<file path="config.mk">
export PLATFORM = sky130hd
export DESIGN_NAME = tcw_fifo
export DESIGN_NICKNAME = d
export VERILOG_FILES = /design/src/rtl/tcw_fifo.sv
export SDC_FILE = /design/constraint.sdc
export NUM_CORES = 1
export LEC_CHECK = 0
export BUFFER_PORTS_ARGS = -buffer_cell sky130_fd_sc_hd__buf_2
export CORE_MARGIN = 2
export CORE_UTILIZATION = 52
export CTS_CLUSTER_DIAMETER = 100
export CTS_CLUSTER_SIZE = 28
export DETAILED_ROUTE_END_ITERATION = 10
export GPL_TIMING_DRIVEN = 0
export HOLD_SLACK_MARGIN = 0.12
export PLACE_DENSITY_LB_ADDON = 0.15
export SLEW_MARGIN = 20
export SYNTH_ARGS = -nofsm -noshare
export SYNTH_HDL_FRONTEND = slang
export SYNTH_SLANG_ARGS = --single-unit
</file>
<file path="constraint.sdc">
create_clock -name clk -period 4.1 [get_ports clk]
set_input_delay 0.41 -clock clk [delete_from_list [all_inputs] [get_ports clk]]
set_output_delay 0.41 -clock clk [all_outputs]
set_load 0.03 [all_outputs]
</file>
<file path="src/rtl/tcw_fifo.sv">
// ----------------------------------------------------------------------------
// tcw_fifo: small first-in first-out queue of words
// Used for the command queue and for the result queue.
// ----------------------------------------------------------------------------
module tcw_fifo #(
  parameter int WIDTH = 8,
  parameter int DEPTH = 2
) (
  input  logic             clk,
  input  logic             rst_n,
  input  logic             push,
  input  logic [WIDTH-1:0] din,
  output logic             full,
  input  logic             pop,
  output logic [WIDTH-1:0] dout,
  output logic             empty
);

  localparam int PW = $clog2(DEPTH);
  localparam int CNTW = $clog2(DEPTH + 1);
  localparam logic [PW-1:0] PTR_LAST = PW'(DEPTH - 1);
  localparam logic [CNTW-1:0] CNT_FULL = CNTW'(DEPTH);

  logic [WIDTH-1:0] slot_r [DEPTH];
  logic [PW-1:0]    wptr_r, wptr_nxt;
  logic [PW-1:0]    rptr_r, rptr_nxt;
  logic [CNTW-1:0]  count_r, count_nxt;
  logic             do_push, do_pop;

  assign full    = (count_r == CNT_FULL);
  assign empty   = (count_r == '0);
  assign do_push = push && !full;
  assign do_pop  = pop && !empty;
  assign dout    = slot_r[rptr_r];

  always_comb begin
    wptr_nxt  = wptr_r;
    rptr_nxt  = rptr_r;
    count_nxt = count_r;
    if (do_push) begin
      wptr_nxt = (wptr_r == PTR_LAST) ? '0 : wptr_r + 1'b1;
    end
    if (do_pop) begin
      rptr_nxt = (rptr_r == PTR_LAST) ? '0 : rptr_r + 1'b1;
    end
    if (do_push && !do_pop) begin
      count_nxt = count_r + 1'b1;
    end else if (do_pop && !do_push) begin
      count_nxt = count_r - 1'b1;
    end
  end

  always_ff @(posedge clk) begin
    if (!rst_n) begin
      wptr_r  <= '0;
      rptr_r  <= '0;
      count_r <= '0;
    end else begin
      wptr_r  <= wptr_nxt;
      rptr_r  <= rptr_nxt;
      count_r <= count_nxt;
    end
    if (do_push) begin
      slot_r[wptr_r] <= din;
    end
  end

endmodule

</file>
==> flow_summary_export.csv, run 1 <==
group,metric,value,unit
outcome,outcome,"completed",
place,place_congestion,0.651,
timing,fmax,0.571,GHz
worst_setup_path,path_cells,"buf_2, mux2_2, buf_2",
floorplan,core,1490,sq um
clock_network,cts.sinks,21,
clock_network,clk_pin_slew,110,ps
floorplan,die_x,43.5,um
drt,drtPass1Iterations,2,
clock_network,clockBufferDepth,2,
floorplan,start_util,54.4,%
worst_setup_path,cp.buffers_inverters,2,
clock_network,postCtsSetupBuffers,0,
final_layout,nets,89,
worst_setup_path,cp_data_required_time,3690,ps
clock_network,cts_made_buffers,3,
worst_setup_path,crit_fanout,8,
final_layout,antenna_cells,0,
min_path,worstHoldPathType,"input pin to flip-flop",
synthesis,yosys_warnings,0,
clock_network,cts_hold_buf,0,
drt,drtIter0Drc,5,
clock_network,ctsResizeCount,0,
timing,slew_headroom,51.3,%
pwr,cellPowerDensity,655,nW/um^2
grt,grt_start_max_net_pins,13,
timing,hold_viol,0,
synthesis,synth_nets,63,
timing,final-max-slew-violation-count,0,
clock_network,cts_tree,"built",
clock_network,clk_latency,300,ps
pwr,irDropWorstVdd,330,uV
synthesis,ys_seq_elements,21,
drt,routed-via-count,473,
grt,grt_pass1_wl,1950,um
clock_network,cts-root-buf,"clkbuf_4",
drt,drc,0,
place,post-dp-hpwl,911,um
place,place_area,935,sq um
floorplan,pin_count,22,
final_layout,finalInstanceArea,962,sq um
drt,routed_wl,1220,um
timing,fin_skew,8.00,ps
drt,vias_per_cell,5.20,
worst_setup_path,cp_common_cell,"buf_2",
timing,rsz0062_at_grt,"false",
worst_setup_path,start_kind,"flip-flop",
drt,post_drt_wl_per_cell,13.4,um
worst_setup_path,cpPeakStageDelay,350,ps
floorplan,rows,14,
synthesis,synth_area,810,sq um
synthesis,synth.distinct_cells,20,
worst_setup_path,slowest_stage,"mux2_2",
timing,tightest_slew,727,ps
floorplan,die_h,43.5,um
grt,grt-ovfl-total,0,
synthesis,ys_seq_area_share,71.7,%
worst_setup_path,crit_type,"flip-flop to output port",
worst_setup_path,critPathTopFamily,"buffers and inverters",
synthesis,synth_area_per_cell,16.2,sq um
flow_run,cap_violations,0,
final_layout,layout-drive-gt1-share,48.0,%
timing,fin_setup_tns,0,ps
timing,period_share,42.7,%
grt,antenna_found_initial,0,
synthesis,postSynthCellCount,50,
timing,fin_crit,1750,ps
place,io_buffer_count,21,
worst_setup_path,critical_path_arrival,1340,ps
floorplan,die-area,1890,sq um
pwr,cellLeakagePower,0.387,nW
final_layout,syn2layout_area_growth,18.9,%
grt,track_usage,15.1,%
timing,finalSetupViolations,0,
grt,first_global_vias,487,
final_layout,layout_commonest_cell,"buf_2",
final_layout,nFillCells,106,
clock_network,htree_levels,1,
final_layout,final_cell_mix,"buf_2 (22), edfxtp_1 (16), mux2_2 (8)",
drt,ant_nets,0,
worst_setup_path,worstSetupEndpointType,"output port",
[path summary, 6_finish.rpt]
path / slack, ps / startpoint / cells past startpoint / endpoint
max reg2reg: 2510 / count_r[0] / 3 / slot_r[0][6]
min: 290 / din[5] / 1 / slot_r[1][5]
min reg2reg: 520 / count_r[1] / 2 / count_r[1]
max: 2350 / flip-flop / 3 / dout[5]
[metal layers]
metal	GRT usage [%]	wire, um	share of wire, %	up-vias
li1	-	-	-	232
met1	16.0	479	39	224
met2	26.9	671	55	13
met3	3.75	45	3.7	4
met4	9.09	23	1.9	0
met5	0	0	0	-
[logic make-up (layout without fill, tap and decap cells)]
kind of cell               count (synthesis)  after routing  share of synthesized area [%]
xor gates and xnor gates                   3              3                           3.25
and+or+nand+nor                            9              9                           6.80
muxes                                      8              8                           11.1
buffers and inverters                      3             28                           1.54
AOI/OAI and AO/OA                          5              5                           4.02
adders and majority gates                  1              1                           1.55
DFF                                       21             21                           71.7
[through the flow]
step	utilization, %	hold slack [ps]	setup WS [ps]	power, mW	std cells
after floorplan	-	483	2550	0.481	50
after CTS	64.6	279	2320	0.639	91
after global routing	64.6	268	2260	0.668	91
final	64.6	289	2350	0.631	91
after global placement	62.8	507	2530	0.536	87
after detailed placement	62.8	511	2510	0.542	87
[synth_stat cells]
cell type  number  area (sq um)
o21ai_1         1          5.00
edfxtp_1       16           480
ha_1            1          12.5
o21ai_0         1          5.00
and2_1          3          18.8
xnor2_1         2          17.5
dfxtp_1         5           100
and3_1          1          6.26
a21boi_1        1          7.51
o21a_1          1          7.51
nor3_2          1          10.0
or3_1           1          6.26
inv_1           1          3.75
a21boi_0        1          7.51
inv_2           1          3.75
mux2_2          8          90.1
buf_2           1          5.00
nor2_1          2          7.51
nand2b_1        1          6.26
xor2_1          1          8.76
[flip-flops by register name, summed over array words and instances (netlist names), named ones only]
register,flops
count_r,2
rptr_r,1
slot_r,16
wptr_r,1
[power breakdown]
group / internal [mW] / switching (mW)
registers: 0.272 / 0.0179
logic: 0.0951 / 0.150
clock network: 0.0364 / 0.0600
[layout make-up]
| cell class | count | area, sq um | share of cell area, % |
|---|---|---|---|
| Sequential cell | 21 | 581 | 60.3 |
| Multi-Input combinational cell | 26 | 216 | 22.5 |
| Timing Repair Buffer | 21 | 105 | 10.9 |
| Clock buffer | 3 | 22.5 | 2.34 |
| Tap cell | 16 | 20.0 | 2.08 |
| Inverter | 2 | 7.51 | 0.780 |
| Clock inverter | 1 | 5.00 | 0.520 |
| Buffer | 1 | 5.00 | 0.520 |
[worst reg2reg max path, stage by stage (launching register included)]
cell      delay (ps)
dfxtp_1          430
nand2b_1         190
inv_2             60
nor3_2           550
Note: power is estimated with default switching activity, not from simulation.
==> run 2: changes to the inputs <==
--- a/config.mk
+++ b/config.mk
@@ -5,9 +5,10 @@
 export SDC_FILE = /design/constraint.sdc
 export NUM_CORES = 1
 export LEC_CHECK = 0
+export ABC_AREA = 1
 export BUFFER_PORTS_ARGS = -buffer_cell sky130_fd_sc_hd__buf_2
 export CORE_MARGIN = 2
-export CORE_UTILIZATION = 52
+export CORE_UTILIZATION = 44
 export CTS_CLUSTER_DIAMETER = 100
 export CTS_CLUSTER_SIZE = 28
 export DETAILED_ROUTE_END_ITERATION = 10
==> constraint.sdc (replaced) <==
create_clock -name clk -period 1.6 [get_ports clk]
set_input_delay 0.16 -clock clk [delete_from_list [all_inputs] [get_ports clk]]
set_output_delay 0.16 -clock clk [all_outputs]
set_load 0.03 [all_outputs]
==> flow_summary_export.csv, run 2 <==
group,metric,value,unit
synthesis,postSynthCellCount,63,
grt,grt_start_max_net_pins,12,
worst_setup_path,crit_fanout,8,
synthesis,yosysMostFrequentCell,"edfxtp_1",
clock_network,clk_pin_slew,100,ps
final_layout,final_cell_mix,"buf_2 (22), edfxtp_1 (16), nor2_1 (10)",
synthesis,async_flop_share,0,%
clock_network,clk_latency,290,ps
pwr,cellLeakagePower,0.450,nW
final_layout,reg_top3,"slot_r: 16 flops, count_r: 2 flops",
final_layout,antenna_cells,0,
worst_setup_path,rr_endpoint,"slot_r[1][0]",
final_layout,syn2layout_area_growth,30.7,%
drt,drtIter0Drc,9,
final_layout,layout-drive-gt1-share,37.1,%
place,post-dp-hpwl,840,um
worst_setup_path,cp.depth,3,
grt,first_global_vias,477,
timing,fin_setup_tns,0,ps
floorplan,die_x,47.3,um
synthesis,synth_area,823,sq um
synthesis,ys_seq_area_share,70.5,%
floorplan,rows,15,
worst_setup_path,path_cells,"buf_2, mux2_2, buf_2",
worst_setup_path,r2r_slack,160,ps
floorplan,pin_count,22,
place,pre_cts_slack,141,ps
worst_setup_path,critical_path_arrival,1370,ps
worst_setup_path,cp.buffers_inverters,2,
pwr,irDropWorstVdd,909,uV
timing,fin_crit,1530,ps
grt,grt_pass1_wl,1870,um
drt,drtPass1Iterations,4,
worst_setup_path,r2r-start,"count_r[0]",
clock_network,htree_levels,1,
floorplan,start_util,47.2,%
drt,routed-via-count,534,
drt,vias_per_cell,4.38,
clock_network,cts_made_buffers,3,
synthesis,ys_seq_elements,21,
min_path,worstHoldPathType,"input pin to flip-flop",
timing,fmax,0.655,GHz
clock_network,ctsResizeCount,0,
flow_run,cap_violations,0,
synthesis,yosys_warnings,0,
synthesis,yosysTopAreaCell,"edfxtp_1",
drt,post_drt_wl_per_cell,10.1,um
worst_setup_path,crit_type,"flip-flop to output port",
clock_network,cts.sinks,21,
place,io_buffer_count,21,
synthesis,synth_top_cells_by_count,"edfxtp_1 (16), nor2_1 (10), inv_1 (8), mux2_2 (8), nand2_1 (6)",
timing,period_share,95.5,%
drt,drc,0,
floorplan,core,1750,sq um
clock_network,postCtsSetupBuffers,0,
min_path,min_from,"push",
floorplan,die_h,47.3,um
clock_network,clockBufferDepth,2,
drt,ant_nets,0,
synthesis,synth_nets,76,
timing,tightest_slew,686,ps
pwr,cellPowerDensity,1480,nW/um^2
timing,finalSetupViolations,0,
worst_setup_path,slowest_stage,"mux2_2",
place,place_congestion,0.692,
worst_setup_path,cpPeakStageDelay,360,ps
final_layout,finalInstanceArea,1080,sq um
pwr,internal_power,1.01,mW
clock_network,cts_tree,"built",
drt,routed_wl,1230,um
synthesis,synth.distinct_cells,15,
final_layout,largest_register_ff_count,16,
timing,slew_headroom,54.1,%
timing,hold_viol,0,
worst_setup_path,crit_end,"dout[0]",
worst_setup_path,reg2reg_depth,2,
worst_setup_path,start_kind,"flip-flop",
pwr,p_sw,0.582,mW
synthesis,synth_area_per_cell,13.1,sq um
worst_setup_path,cp_data_required_time,1440,ps
grt,antenna_found_initial,0,
pwr,p_clk_share,15.2,%
final_layout,layout_commonest_cell,"buf_2",
timing,rsz0062_at_grt,"false",
timing,final-max-slew-violation-count,0,
worst_setup_path,cp_common_cell,"buf_2",
final_layout,nets,111,
synthesis,yosys-top-cells-area,"edfxtp_1 (58%), dfxtp_1 (12%), mux2_2 (11%)",
worst_setup_path,worstSetupEndpointType,"output port",
synthesis,synth_top_area_share,58.4,%
pwr,p_sw_share,36.6,%
pwr,power.share.sequential,46.4,%
grt,track_usage,12.6,%
floorplan,die-area,2230,sq um
synthesis,ys.flop_type,"edfxtp_1",
pwr,p_comb_share,38.4,%
grt,grt-ovfl-total,0,
timing,setup_ws,72.2,ps
place,place_area,960,sq um
clock_network,cts-root-buf,"clkbuf_4",
outcome,outcome,"completed",
final_layout,top_register,"slot_r",
timing,fin_skew,1.97,ps
synthesis,synth_edf_count,16,
worst_setup_path,critPathTopFamily,"buffers and inverters",
## run 2: changes by cell type in the layout (fill, tap and decap cells not counted), sizes merged, moves of 2 or more
cell / before / now
dlygate4sd3: 0 / 9
inv: 2 / 9
and2: 3 / 0
nor2: 2 / 11
a21boi: 2 / 0
xnor2: 2 / 0
nand2: 0 / 6
## run 2: cell families after synthesis
family	share of synthesized area, %
flops	70.5
mux	10.9
fa+ha+maj	1.52
compound gates	2.89
buf+inv	4.71
simple gates	9.42
## run 2: metrics by stage
step           cells  util [%]  power, mW  hold slack, ps
2_1_floorplan     63         -       1.20             259
3_3_place_gp     109      55.0       1.34             347
3_5_place_dp     109      55.0       1.35             351
4_1_cts          122      61.6       1.61             233
5_1_grt          122      61.6       1.69             267
6_report         122      61.6       1.59             243
## run 2: what timing repair did
action | CTS | global route
hold buffers | 9 | 0
endpoints found under the hold margin | 17 | 0
setup endpoints to repair | 0 | 0
## run 2: layout make-up
cell class,instances,area [sq um]
clock buffers,4,26.3
plain buffers,1,5.00
repair buffers,30,195
fillers,140,669
well taps,25,31.3
flip-flops and latches,21,581
multi-input cells,32,204
inverters,9,33.8
## run 2: per-layer routing
metal | global-route usage, % | vias up | wire length [um]
met5 | 0 | - | 0
met4 | 6.67 | 0 | 14
met3 | 3.46 | 2 | 37
met2 | 22.2 | 13 | 615
met1 | 13.7 | 237 | 566
li1 | - | 282 | -
## run 2: tightest hold or removal path, cell delays in order
cell and delay [ps]:
buf_2 80, o21ai_2 70, o21ai_0 150, nor2_1 40
## run 2: power by group through the flow
stage	registers, mW	clock network, mW	logic (mW)
finish	0.738	0.241	0.610
global route	0.750	0.271	0.670
CTS	0.739	0.251	0.619
detailed placement	0.752	0	0.598
global placement	0.748	0	0.588
floorplan	0.743	0	0.462
## run 2: worst min path at each step
| stage | to | slack (ps) | cells past startpoint |
|---|---|---|---|
| final | wptr_r | 240 | 4 |
| after global routing | wptr_r | 270 | 5 |
| after CTS | wptr_r | 230 | 4 |
| after detailed placement | slot_r[1][4] | 350 | 1 |
| after global placement | slot_r[0][5] | 350 | 1 |
| after floorplan | slot_r[0][0] | 260 | 0 |
