===== src/rtl/tcw_pkg.sv =====
// ----------------------------------------------------------------------------
// tcw_pkg: shared types and constants of the text console writer
// Action codes, command and result words, and the back-end state encoding.
// ----------------------------------------------------------------------------
package tcw_pkg;

  // Action codes as they arrive on the input port.
  localparam logic [1:0] ACT_PUT  = 2'd0;
  localparam logic [1:0] ACT_READ = 2'd1;
  localparam logic [1:0] ACT_SET  = 2'd2;

  localparam logic [7:0] NEWLINE_CODE = 8'h0a;
  localparam logic [7:0] ATTR_RESET   = 8'h0f;

  // Classified operation handed from the front end to the back end.
  typedef enum logic [2:0] {
    OP_PUT,
    OP_NEWLINE,
    OP_READ,
    OP_SET,
    OP_NOP
  } tcw_op_t;

  // The cell index is already clamped to the cell count, and in_range tells
  // whether it addresses a real cell.
  typedef struct packed {
    tcw_op_t     op;
    logic [7:0]  char_code;
    logic [10:0] cell_index;
    logic        in_range;
  } tcw_cmd_t;

  typedef struct packed {
    logic [10:0] cursor_pos;
    logic [7:0]  read_char;
    logic [7:0]  read_attr;
    logic        scrolled;
  } tcw_result_t;

  typedef enum logic [2:0] {
    ST_CLEAR,
    ST_IDLE,
    ST_SCROLL,
    ST_TAIL,
    ST_WRITE,
    ST_READ,
    ST_MOD,
    ST_DONE
  } tcw_state_t;

endpackage


===== src/rtl/tcw_fifo.sv =====
// ----------------------------------------------------------------------------
// tcw_fifo: small first-in first-out queue of words
// Used for the command queue and for the result queue.
// ----------------------------------------------------------------------------
module tcw_fifo #(
  parameter int WIDTH = 8,
  parameter int DEPTH = 2
) (
  input  logic             clk,
  input  logic             rst_n,
  input  logic             push,
  input  logic [WIDTH-1:0] din,
  output logic             full,
  input  logic             pop,
  output logic [WIDTH-1:0] dout,
  output logic             empty
);

  localparam int PW = $clog2(DEPTH);
  localparam int CNTW = $clog2(DEPTH + 1);
  localparam logic [PW-1:0] PTR_LAST = PW'(DEPTH - 1);
  localparam logic [CNTW-1:0] CNT_FULL = CNTW'(DEPTH);

  logic [WIDTH-1:0] slot_r [DEPTH];
  logic [PW-1:0]    wptr_r, wptr_nxt;
  logic [PW-1:0]    rptr_r, rptr_nxt;
  logic [CNTW-1:0]  count_r, count_nxt;
  logic             do_push, do_pop;

  assign full    = (count_r == CNT_FULL);
  assign empty   = (count_r == '0);
  assign do_push = push && !full;
  assign do_pop  = pop && !empty;
  assign dout    = slot_r[rptr_r];

  always_comb begin
    wptr_nxt  = wptr_r;
    rptr_nxt  = rptr_r;
    count_nxt = count_r;
    if (do_push) begin
      wptr_nxt = (wptr_r == PTR_LAST) ? '0 : wptr_r + 1'b1;
    end
    if (do_pop) begin
      rptr_nxt = (rptr_r == PTR_LAST) ? '0 : rptr_r + 1'b1;
    end
    if (do_push && !do_pop) begin
      count_nxt = count_r + 1'b1;
    end else if (do_pop && !do_push) begin
      count_nxt = count_r - 1'b1;
    end
  end

  always_ff @(posedge clk) begin
    if (!rst_n) begin
      wptr_r  <= '0;
      rptr_r  <= '0;
      count_r <= '0;
    end else begin
      wptr_r  <= wptr_nxt;
      rptr_r  <= rptr_nxt;
      count_r <= count_nxt;
    end
    if (do_push) begin
      slot_r[wptr_r] <= din;
    end
  end

endmodule


===== src/rtl/tcw_front.sv =====
// ----------------------------------------------------------------------------
// tcw_front: input classification and command queue
// Decodes each accepted item into an operation, clamps the cell index and
// queues the command for the back end.
// ----------------------------------------------------------------------------
module tcw_front #(
  parameter int SCREEN_COLUMNS = 80,
  parameter int SCREEN_ROWS    = 25
) (
  input  logic              clk,
  input  logic              rst_n,
  input  logic              in_push,
  input  logic [1:0]        in_action,
  input  logic [7:0]        in_char_code,
  input  logic [10:0]       in_cell_index,
  output logic              in_full,
  input  logic              cmd_pop,
  output tcw_pkg::tcw_cmd_t cmd,
  output logic              cmd_empty
);

  localparam int CELL_COUNT = SCREEN_COLUMNS * SCREEN_ROWS;
  localparam int CW = $clog2(CELL_COUNT + 1);
  localparam int XW = (CW > 11) ? CW : 11;
  localparam logic [XW-1:0] CELL_X = XW'(CELL_COUNT);

  tcw_pkg::tcw_cmd_t cmd_in;
  logic [XW-1:0]     idx_x;
  logic [$bits(tcw_pkg::tcw_cmd_t)-1:0] cmd_word;

  assign idx_x = XW'(in_cell_index);

  always_comb begin
    cmd_in.char_code = in_char_code;
    cmd_in.in_range  = (idx_x < CELL_X);
    // Past the end the index is clamped, which only happens when the cell
    // count itself fits the 11-bit field.
    cmd_in.cell_index = (idx_x > CELL_X) ? 11'(CELL_X) : in_cell_index;
    unique case (in_action)
      tcw_pkg::ACT_PUT: begin
        cmd_in.op = (in_char_code == tcw_pkg::NEWLINE_CODE) ? tcw_pkg::OP_NEWLINE
                                                            : tcw_pkg::OP_PUT;
      end
      tcw_pkg::ACT_READ: cmd_in.op = tcw_pkg::OP_READ;
      tcw_pkg::ACT_SET:  cmd_in.op = tcw_pkg::OP_SET;
      default:           cmd_in.op = tcw_pkg::OP_NOP;
    endcase
  end

  tcw_fifo #(
    .WIDTH($bits(tcw_pkg::tcw_cmd_t)),
    .DEPTH(2)
  ) u_cmd_fifo (
    .clk   (clk),
    .rst_n (rst_n),
    .push  (in_push),
    .din   (cmd_in),
    .full  (in_full),
    .pop   (cmd_pop),
    .dout  (cmd_word),
    .empty (cmd_empty)
  );

  assign cmd = tcw_pkg::tcw_cmd_t'(cmd_word);

endmodule


===== config.mk =====
export PLATFORM = sky130hd
export DESIGN_NAME = tcw_front
export DESIGN_NICKNAME = d
export VERILOG_FILES = /design/src/rtl/tcw_pkg.sv /design/src/rtl/tcw_fifo.sv /design/src/rtl/tcw_front.sv
export SDC_FILE = /design/constraint.sdc
export NUM_CORES = 1
export LEC_CHECK = 0
export ABC_AREA = 1
export BUFFER_PORTS_ARGS = -buffer_cell sky130_fd_sc_hd__buf_4
export CORE_ASPECT_RATIO = 1.1
export CORE_MARGIN = 2
export CORE_UTILIZATION = 45
export CTS_CLUSTER_DIAMETER = 60
export DETAILED_ROUTE_END_ITERATION = 10
export HOLD_SLACK_MARGIN = 0.12
export PLACE_DENSITY = 0.72
export SETUP_SLACK_MARGIN = 0.5
export SYNTH_ARGS = -nofsm -noshare
export SYNTH_HDL_FRONTEND = slang
export SYNTH_HIERARCHICAL = 1
export SYNTH_SLANG_ARGS = --single-unit

===== constraint.sdc =====
create_clock -name clk -period 2.54 [get_ports clk]
set_clock_uncertainty 0.15 [all_clocks]
set_input_delay 0.254 -clock clk [delete_from_list [all_inputs] [get_ports clk]]
set_output_delay 0.254 -clock clk [all_outputs]
set_load 0.005 [all_outputs]

==> summary.md, run 1 <==
| Metric | Value |
|---|---|
| Status | `finished, final reports clean` |
| Area growth syn-to-layout | `30.6%` |
| CTS Buf Count | `5` |
| Critical path class | `register to output pin` |
| Total grt overflow | `0` |
| Pre-CTS WS | `0.931 ns` |
| Fin crit share | `0.749` |
| Height of the die | `76.0 um` |
| Leading area contributor after synthesis | `edfxtp_1` |
| RSZ-0062 raised after global routing | `no` |
| Hold buffer count at CTS | `14` |
| Main area contributors after synthesis | `edfxtp_1 (65%), mux2_2 (12%), dfxtp_1 (4.7%)` |
| Post-synth EDFFs | `46` |
| First-pass GRT wire length | `6.04 mm` |
| Die area | `0.00528 mm2` |
| Most frequent cells after synthesis | `edfxtp_1 (46), nor2_1 (24), mux2_2 (23)` |
| Mapped Cells | `153` |
| Internal power | `1590 uW` |
| Final worst slack | `0.639 ns` |
| Detailed-router iteration count before antenna repair | `4` |
| Layout cells sized above 1 | `0.400` |
| CTS sink cnt | `51` |
| Max Fclk | `526 MHz` |
| Critical Path RT | `2.14 ns` |
| DP HPWL | `2.60 mm` |
| Vias | `1324` |
| Max VDD drop | `0.409 mV` |
| Arr. time, crit path | `1.50 ns` |
| Antenna violations before repair | `0` |
| Setup repair bufs after CTS | `0` |
| Worst-Margin Slew | `0.315 ns` |
| Final Power | `2180 uW` |
| Logic pwr share | `0.294` |
| Maximum capacitance violations | `0` |
| Clock H-tree levels | `2` |
| Crit path largest cell delay | `0.38 ns` |
| Routed Antenna Nets | `0` |
| Register share of total power | `0.508` |
| Top_reg_cell synth | `edfxtp_1` |
| Routed vias/inst | `4.80` |
| Synth warn | `6` |
| # rows | `26` |
| Leakage power total | `0.00111 uW` |
| Initial Utilization | `0.462` |
| Worst Hold Class | `input pin to register` |
| Core area | `0.00459 mm2` |
| Clock Power Share | `0.198` |
| DRC Markers | `0` |
| Routability-driven placement congestion ratio | `0.710` |
| Root buffer cell | `clkbuf_8` |
| WP buf/inv | `2` |
| Global Route Usage Sum | `0.148` |
| Synth async-reset ratio | `0` |
| Die Width | `69.4 um` |
| Post-synth cell types | `20` |
| # fillers | `384` |
| Seq/Total Area, Yosys | `0.699` |
| Crit path launch type | `register` |
| Worst Reg-to-Reg Cells | `9` |
| N_diodes | `0` |
| TritonCTS clock tree | `built` |
| Largest net degree at the start of global routing | `24` |
| Mapped Nets | `181` |
| Clock transition at the registers of the reported paths | `0.08 ns` |
| Synthesized area per cell | `13.9 um2` |
| Max-slew violation count | `0` |
| Vias in the first global route | `1373` |
| Synth Cell Area | `0.00212 mm2` |
| Switching power | `588 uW` |
| Setup-violating endpoint count in the final report | `0` |
| Final hold violations | `0` |
| Slowest CP cell | `mux2_2` |
| Final nets | `247` |
| WP depth | `3` |
| Post-synth top area share | `0.652` |
| Worst path cell trace | `buf_4 -> mux2_2 -> buf_4` |
| Drt total wl | `3.73 mm` |
| CP most frequent cell | `buf_4` |
| Count leader, synth | `edfxtp_1` |
| DRT iter0 DRCs | `55` |
| Critical Path End Type | `output pin` |
| Final TNS setup | `0 ns` |
| Flops & latches, synth | `51` |
| Drt wl/cell | `13.5 um` |
| Crit path max fanout | `21` |
| Sw frac | `0.270` |
| Clk_lat worst skew | `0.29 ns` |
| Hold path cells | `3` |
| Clock buffer depth | `2` |
| Port Buffer Count | `49` |
| Crit-path leading delay family | `buffers and inverters` |
| Final Critical Period | `1.90 ns` |
| PostCTS Resize Cnt | `0` |
| I/O pins | `50` |
| PD cells | `787 mW/mm2` |
| Slew headroom | `0.790` |
[layout make-up]
type                            instances  area (um2)  area share
Clock inverter                          3        15.0     0.00542
Sequential cell                        51        1480       0.535
Inverter                               20        75.1      0.0271
Multi-Input combinational cell         75         527       0.190
Timing Repair Buffer                   66         531       0.192
Tap cell                               56        70.1      0.0253
Clock buffer                            5        68.8      0.0249
[flip-flops by register name, summed over array words and instances (netlist names), named ones only]
name and flops:
u_cmd_fifo/slot_r 46, u_cmd_fifo/count_r 2, u_cmd_fifo/wptr_r 1, u_cmd_fifo/rptr_r 1
[layout by cell type (no fill, tap or decap)]
cell type,netlist,final
a21oi_1,1,1
buf_4,0,52
clkbuf_8,0,5
clkinv_1,0,2
clkinvlp_4,0,1
dfxtp_1,5,5
dlygate4sd3_1,0,14
edfxtp_1,46,46
ha_1,3,3
inv_1,20,20
mux2_2,23,23
nand2_1,11,11
nand2_2,1,1
nand3_1,2,2
nand3b_1,1,1
nand4_1,1,1
nor2_1,24,22
nor2_2,1,3
nor2_4,2,2
o21ai_0,2,2
o21ai_1,1,1
o21ai_2,1,1
o22ai_1,1,1
[logic make-up (layout without fill, tap and decap cells)]
group                      count (synthesis)  count (layout)  share of synthesized area
DFF                                       51              51                      0.699
and+or+nand+nor                           43              43                     0.0897
buffers and inverters                     27              94                     0.0549
muxes                                     23              23                      0.122
AOI/OAI and AO/OA                          6               6                     0.0165
adders and majority gates                  3               3                     0.0177
[through the flow]
stage	std cells	util	hold slack [ns]	instance area, um2
2_1_floorplan	153	-	0.203	2120
3_3_place_gp	254	0.555	0.302	2540
3_5_place_dp	254	0.555	0.301	2540
4_1_cts	276	0.603	0.160	2770
5_1_grt	276	0.603	0.165	2770
6_report	276	0.603	0.163	2770
[routing by layer]
layer,GRT usage,wire length (um)
met1,0.161,1440
met2,0.268,2040
met3,0.0384,191
met4,0.0647,60
met5,0,0
[power by group through the flow]
| stage | Combinational [uW] | Clock, uW | Sequential (uW) |
|---|---|---|---|
| detailed placement | 628 | 0 | 1130 |
| CTS | 650 | 446 | 1110 |
| global route | 697 | 485 | 1120 |
| global placement | 606 | 0 | 1120 |
| floorplan | 347 | 0 | 1120 |
| finish | 640 | 430 | 1110 |
[path summary, 6_finish.rpt]
kind	start	endpoint	slack, ns
setup / recovery	register	cmd[10]	0.64
hold / removal	in_cell_index[4]	u_cmd_fifo/slot_r[0][5]$_DFFE_PP_	0.16
setup reg to reg	u_cmd_fifo/count_r[1]$_SDFFE_PN0P_	u_cmd_fifo/count_r[1]$_SDFFE_PN0P_	0.88
hold reg to reg	u_cmd_fifo/wptr_r$_SDFFE_PN0P_	u_cmd_fifo/wptr_r$_SDFFE_PN0P_	0.37
[worst reg2reg max path, delay by kind of cell (launching register included)]
kind,cells,cell delay (ns)
flip-flops,1,0.37
adder cells (fa/ha/maj),1,0.33
buffers and inverters,4,0.31
AND/OR/NAND/NOR,3,0.23
AO/OA/AOI/OAI,1,0.20
Note: power is estimated with default switching activity, not from simulation.
==> run 2: changes to the inputs <==
Clock period 2.54 ns to 1.8 ns, I/O delays scaled along.
==> summary.md, run 2 (synthesis gave the netlist of run 1 again) <==
| Metric | Value |
|---|---|
| Clock H-tree levels | `2` |
| Critical Path RT | `1.47 ns` |
| Worst Reg-to-Reg Cells | `8` |
| Port Buffer Count | `49` |
| Multi-input gate area | `687 um2` |
| Clock buffer depth | `2` |
| Max VDD drop | `0.874 mV` |
| Util after Layout | `0.736` |
| Clk_lat worst skew | `0.29 ns` |
| # fillers | `286` |
| Routed Antenna Nets | `0` |
| Fin crit share | `0.927` |
| Crit path largest cell delay | `0.45 ns` |
| DRC Markers | `0` |
| Slew headroom | `0.832` |
| Drt wl/cell | `15.9 um` |
| Crit path max fanout | `5` |
| Sw frac | `0.265` |
| Storage cell area | `0.00149 mm2` |
| Status | `finished, final reports clean` |
| Internal power | `2900 uW` |
| Layout cells sized above 1 | `0.488` |
| Worst path cell trace | `clkbuf_16 -> mux2_4 -> buf_6` |
| PD cells | `1170 mW/mm2` |
| CTS Buf Count | `5` |
| Leakage power total | `0.00140 uW` |
| Largest register FFs | `46` |
| Maximum capacitance violations | `0` |
| Height of the die | `76.0 um` |
| Root buffer cell | `clkbuf_8` |
| Critical path class | `register to output pin` |
| Vias | `1493` |
| Core area | `0.00459 mm2` |
| First-pass GRT wire length | `7.21 mm` |
| Total grt overflow | `0` |
| # rows | `26` |
| Top reg by flops | `u_cmd_fifo/slot_r` |
| Routed vias/inst | `4.94` |
| Hold path cells | `4` |
| Register share of total power | `0.413` |
| Arr. time, crit path | `1.34 ns` |
| Final nets | `274` |
| Final hold violations | `0` |
| CTS sink cnt | `51` |
| DP HPWL | `2.59 mm` |
| Most common cell after layout, fill and taps aside | `edfxtp_1` |
| Drt total wl | `4.80 mm` |
| Antenna violations before repair | `0` |
| Critical Path End Type | `output pin` |
| Crit path launch type | `register` |
| Vias in the first global route | `1596` |
| Largest registers | `u_cmd_fifo/slot_r: 46 flops, u_cmd_fifo/count_r: 2 flops` |
| Routability-driven placement congestion ratio | `0.719` |
| Global Route Usage Sum | `0.177` |
| TritonCTS clock tree | `built` |
| Most frequent cells in the layout | `edfxtp_1 (46), buf_4 (33), buf_6 (30)` |
| Worst-Margin Slew | `0.251 ns` |
| Max Fclk | `599 MHz` |
| Die area | `0.00528 mm2` |
| Die Width | `69.4 um` |
| Clock Power Share | `0.185` |
| Slowest CP cell | `dfxtp_4` |
| Setup-violating endpoint count in the final report | `0` |
| Detailed-router iteration count before antenna repair | `4` |
| Largest net degree at the start of global routing | `15` |
| Area growth syn-to-layout | `59.2%` |
| I/O pins | `50` |
| Final TNS setup | `0 ns` |
| Initial Utilization | `0.462` |
| N_diodes | `0` |
| Switching power | `1050 uW` |
| Worst Hold Class | `input pin to register` |
| Max-slew violation count | `0` |
| Logic pwr share | `0.402` |
| Final Critical Period | `1.67 ns` |
| RSZ-0062 raised after global routing | `yes` |
| DRT iter0 DRCs | `94` |
| Clock transition at the registers of the reported paths | `0.08 ns` |
run 2: worst paths after layout:
kind / slack [ns] / start / end
setup / recovery: 0.13 / register / cmd[11]
hold / removal: 0.16 / in_cell_index[10] / u_cmd_fifo/slot_r[1][0]$_DFFE_PP_
setup reg to reg: 0.42 / u_cmd_fifo/count_r[1]$_SDFFE_PN0P_ / u_cmd_fifo/count_r[1]$_SDFFE_PN0P_
hold reg to reg: 0.37 / u_cmd_fifo/rptr_r$_SDFFE_PN0P_ / u_cmd_fifo/rptr_r$_SDFFE_PN0P_
run 2: final cells by class:
type / instances / area share
inverters: 20 / 0.0230
repair buffers: 91 / 0.280
flip-flops and latches: 51 / 0.443
well taps: 56 / 0.0208
clock inverters: 1 / 0.00890
clock buffers: 6 / 0.0215
multi-input cells: 77 / 0.204
run 2: metrics by stage:
step | cell area [um2] | setup WS (ns) | hold slack (ns) | power, uW | instances
after floorplan | 2170 | 0.415 | 0.129 | 2130 | 153
after global placement | 2580 | 0.276 | 0.226 | 2490 | 253
after detailed placement | 2580 | 0.224 | 0.228 | 2530 | 253
after CTS | 3110 | 0.129 | 0.147 | 3580 | 298
after global routing | 3370 | 0.0899 | 0.172 | 4140 | 302
final | 3370 | 0.131 | 0.164 | 3950 | 302
run 2: timing repair:
item / in CTS / in global routing
hold buffers: 22 / 0
setup buffers: 13 / 2
endpoints found under the hold margin: 47 / 0
gates resized for setup: 14 / 55
gates cloned: 3 / 2
pin swaps: 9 / 0
setup endpoints to repair: 71 / 72
run 2: worst max-delay path, delay by kind of cell, from the launching register on:
kind | cells | cell delay, ns
DFF | 1 | 0.45
buffers and inverters | 2 | 0.30
muxes | 1 | 0.30
run 2: per-layer routing:
metal / vias to the layer above / track usage / routed length, um
met5: - / 0 / 0
met4: 0 / 0.0608 / 38
met3: 4 / 0.0437 / 153
met2: 39 / 0.343 / 2820
met1: 737 / 0.182 / 1790
li1: 713 / - / -
run 2: power by group through the flow:
stage	logic, uW	registers (uW)	clock network (uW)
after floorplan	543	1590	0
final	1590	1630	731
after detailed placement	931	1600	0
after global placement	904	1590	0
after global routing	1690	1650	801
after CTS	1220	1600	755
==> run 3: changes to the inputs <==
Settings changed: SETUP_SLACK_MARGIN 0.5 to not set.
==> summary.md, run 3 (synthesis gave the netlist of run 1 again) <==
| Metric | Value |
|---|---|
| RSZ-0062 raised after global routing | `no` |
| Arr. time, crit path | `1.63 ns` |
| Top reg by flops | `u_cmd_fifo/slot_r` |
| Maximum capacitance violations | `0` |
| Hold Crit Start | `in_push` |
| Setup-violating endpoint count in the final report | `0` |
| Crit path largest cell delay | `0.57 ns` |
| Max Fclk | `579 MHz` |
| Drt total wl | `3.98 mm` |
| Most common cell after layout, fill and taps aside | `buf_4` |
| Fin crit share | `0.960` |
| Uppermost routed layer | `met4` |
| Routed vias/inst | `4.79` |
| Final Critical Period | `1.73 ns` |
| Total grt overflow | `0` |
| Drt wl/cell | `14.0 um` |
| Slowest CP cell | `dlygate4sd3_1` |
| Critical Path RT | `1.70 ns` |
| Vias | `1364` |
| WP buf/inv | `3` |
| Largest registers | `u_cmd_fifo/slot_r: 46 flops, u_cmd_fifo/count_r: 2 flops` |
| Leakage power total | `0.00117 uW` |
| PD cells | `1140 mW/mm2` |
| Core area | `0.00459 mm2` |
| Initial Utilization | `0.462` |
| Layout cells sized above 1 | `0.402` |
| Area growth syn-to-layout | `37.5%` |
| Critical Path End Type | `register` |
| Met3 WL | `202 um` |
| Routed Antenna Nets | `0` |
| Die Width | `69.4 um` |
| Crit path launch type | `input pin` |
| Root buffer cell | `clkbuf_8` |
| Clk_lat worst skew | `0.29 ns` |
| Setup repair bufs after CTS | `0` |
| Detailed-router iteration count before antenna repair | `4` |
| CTS Buf Count | `5` |
| Final nets | `256` |
| Global Route Usage Sum | `0.157` |
| Util after Layout | `0.635` |
| Clock H-tree levels | `2` |
| R2R Path Start | `u_cmd_fifo/count_r[1]$_SDFFE_PN0P_` |
| DR WL met2 | `2.16 mm` |
| Slew headroom | `0.785` |
| Routability-driven placement congestion ratio | `0.714` |
| TritonCTS clock tree | `built` |
| Final hold violations | `0` |
| Crit-path leading delay family | `buffers and inverters` |
| Final TNS setup | `0 ns` |
| CTS sink cnt | `51` |
| N_diodes | `0` |
| I/O pins | `50` |
| Antenna violations before repair | `0` |
| Worst-Margin Slew | `0.323 ns` |
| Port Buffer Count | `49` |
| DRC Markers | `0` |
| DP HPWL | `2.65 mm` |
| Worst path cell trace | `dlygate4sd3_1 -> buf_4 -> ha_1 -> dlygate4sd3_1` |
| First-pass GRT wire length | `6.40 mm` |
| Critical path class | `input pin to register` |
| Max VDD drop | `0.628 mV` |
| Height of the die | `76.0 um` |
| DRT iter0 DRCs | `114` |
| Worst Hold Class | `input pin to register` |
| Largest register FFs | `46` |
| Die area | `0.00528 mm2` |
| Crit path max fanout | `3` |
| Vias in the first global route | `1450` |
| Most frequent cells in the layout | `buf_4 (51), edfxtp_1 (46), dlygate4sd3_1 (23), mux2_2 (23), nor2_1 (22)` |
| Largest net degree at the start of global routing | `24` |
| Clock buffer depth | `2` |
| Clock transition at the registers of the reported paths | `0.09 ns` |
| # rows | `26` |
| Setup crit start | `in_action[0]` |
| Max-slew violation count | `0` |
| CP most frequent cell | `dlygate4sd3_1` |
| Status | `finished, final reports clean` |
| Met1 WL | `1.55 mm` |
==> run 3: path summary, 6_finish.rpt <==
check             cells after the start  slack [ns]                                 end
hold reg to reg                       2        0.36      u_cmd_fifo/rptr_r$_SDFFE_PN0P_
setup reg to reg                      9        0.07  u_cmd_fifo/count_r[1]$_SDFFE_PN0P_
hold / removal                        4        0.14      u_cmd_fifo/wptr_r$_SDFFE_PN0P_
setup / recovery                      4        0.07  u_cmd_fifo/slot_r[1][22]$_DFFE_PP_
==> run 3: repair_timing <==
action,4_1_cts,5_1_grt
hold buffers,23,0
hold endpoints to repair,47,0
gates resized for setup,0,3
setup endpoints to repair,0,21
==> run 3: worst reg2reg max path, cell delays in order (launching register included) <==
cell	delay, ns
dfxtp_1	0.39
inv_1	0.11
o21ai_4	0.20
inv_1	0.09
ha_1	0.33
inv_1	0.09
nand3_1	0.08
nand2_1	0.06
inv_1	0.05
nor2_1	0.11
==> run 3: cell type report <==
class / instances / area [um2]
well taps: 56 / 70.1
flip-flops and latches: 51 / 1480
inverters: 20 / 75.1
clock buffers: 6 / 82.6
repair buffers: 75 / 633
fillers: 343 / 1670
clock inverters: 2 / 35.0
multi-input cells: 75 / 534
==> run 3: report_power, final <==
| group | leakage (uW) | total, uW | switching [uW] | internal, uW |
|---|---|---|---|---|
| sequential | 0.000467 | 1580 | 74.3 | 1500 |
| combinational | 0.000644 | 953 | 440 | 513 |
| clock | 0.0000612 | 796 | 346 | 450 |
| total | 0.00117 | 3320 | 860 | 2460 |
==> run 3: routing by layer <==
| metal | global-route usage | vias up |
|---|---|---|
| met4 | 0.0686 | 0 |
| met2 | 0.291 | 39 |
| met5 | 0 | - |
| met3 | 0.0423 | 6 |
| li1 | - | 667 |
| met1 | 0.165 | 652 |
==> run 3: stage by stage <==
| stage | std cells | hold slack [ns] | total power, uW | area, um2 | setup WS [ns] |
|---|---|---|---|---|---|
| detailed placement | 254 | 0.227 | 2510 | 2560 | 0.103 |
| global placement | 254 | 0.226 | 2450 | 2560 | 0.309 |
| floorplan | 153 | 0.129 | 2070 | 2120 | -0.214 |
| finish | 285 | 0.136 | 3320 | 2910 | 0.0722 |
| global route | 285 | 0.164 | 3490 | 2910 | 0.0202 |
| CTS | 285 | 0.140 | 3350 | 2900 | 0.0298 |
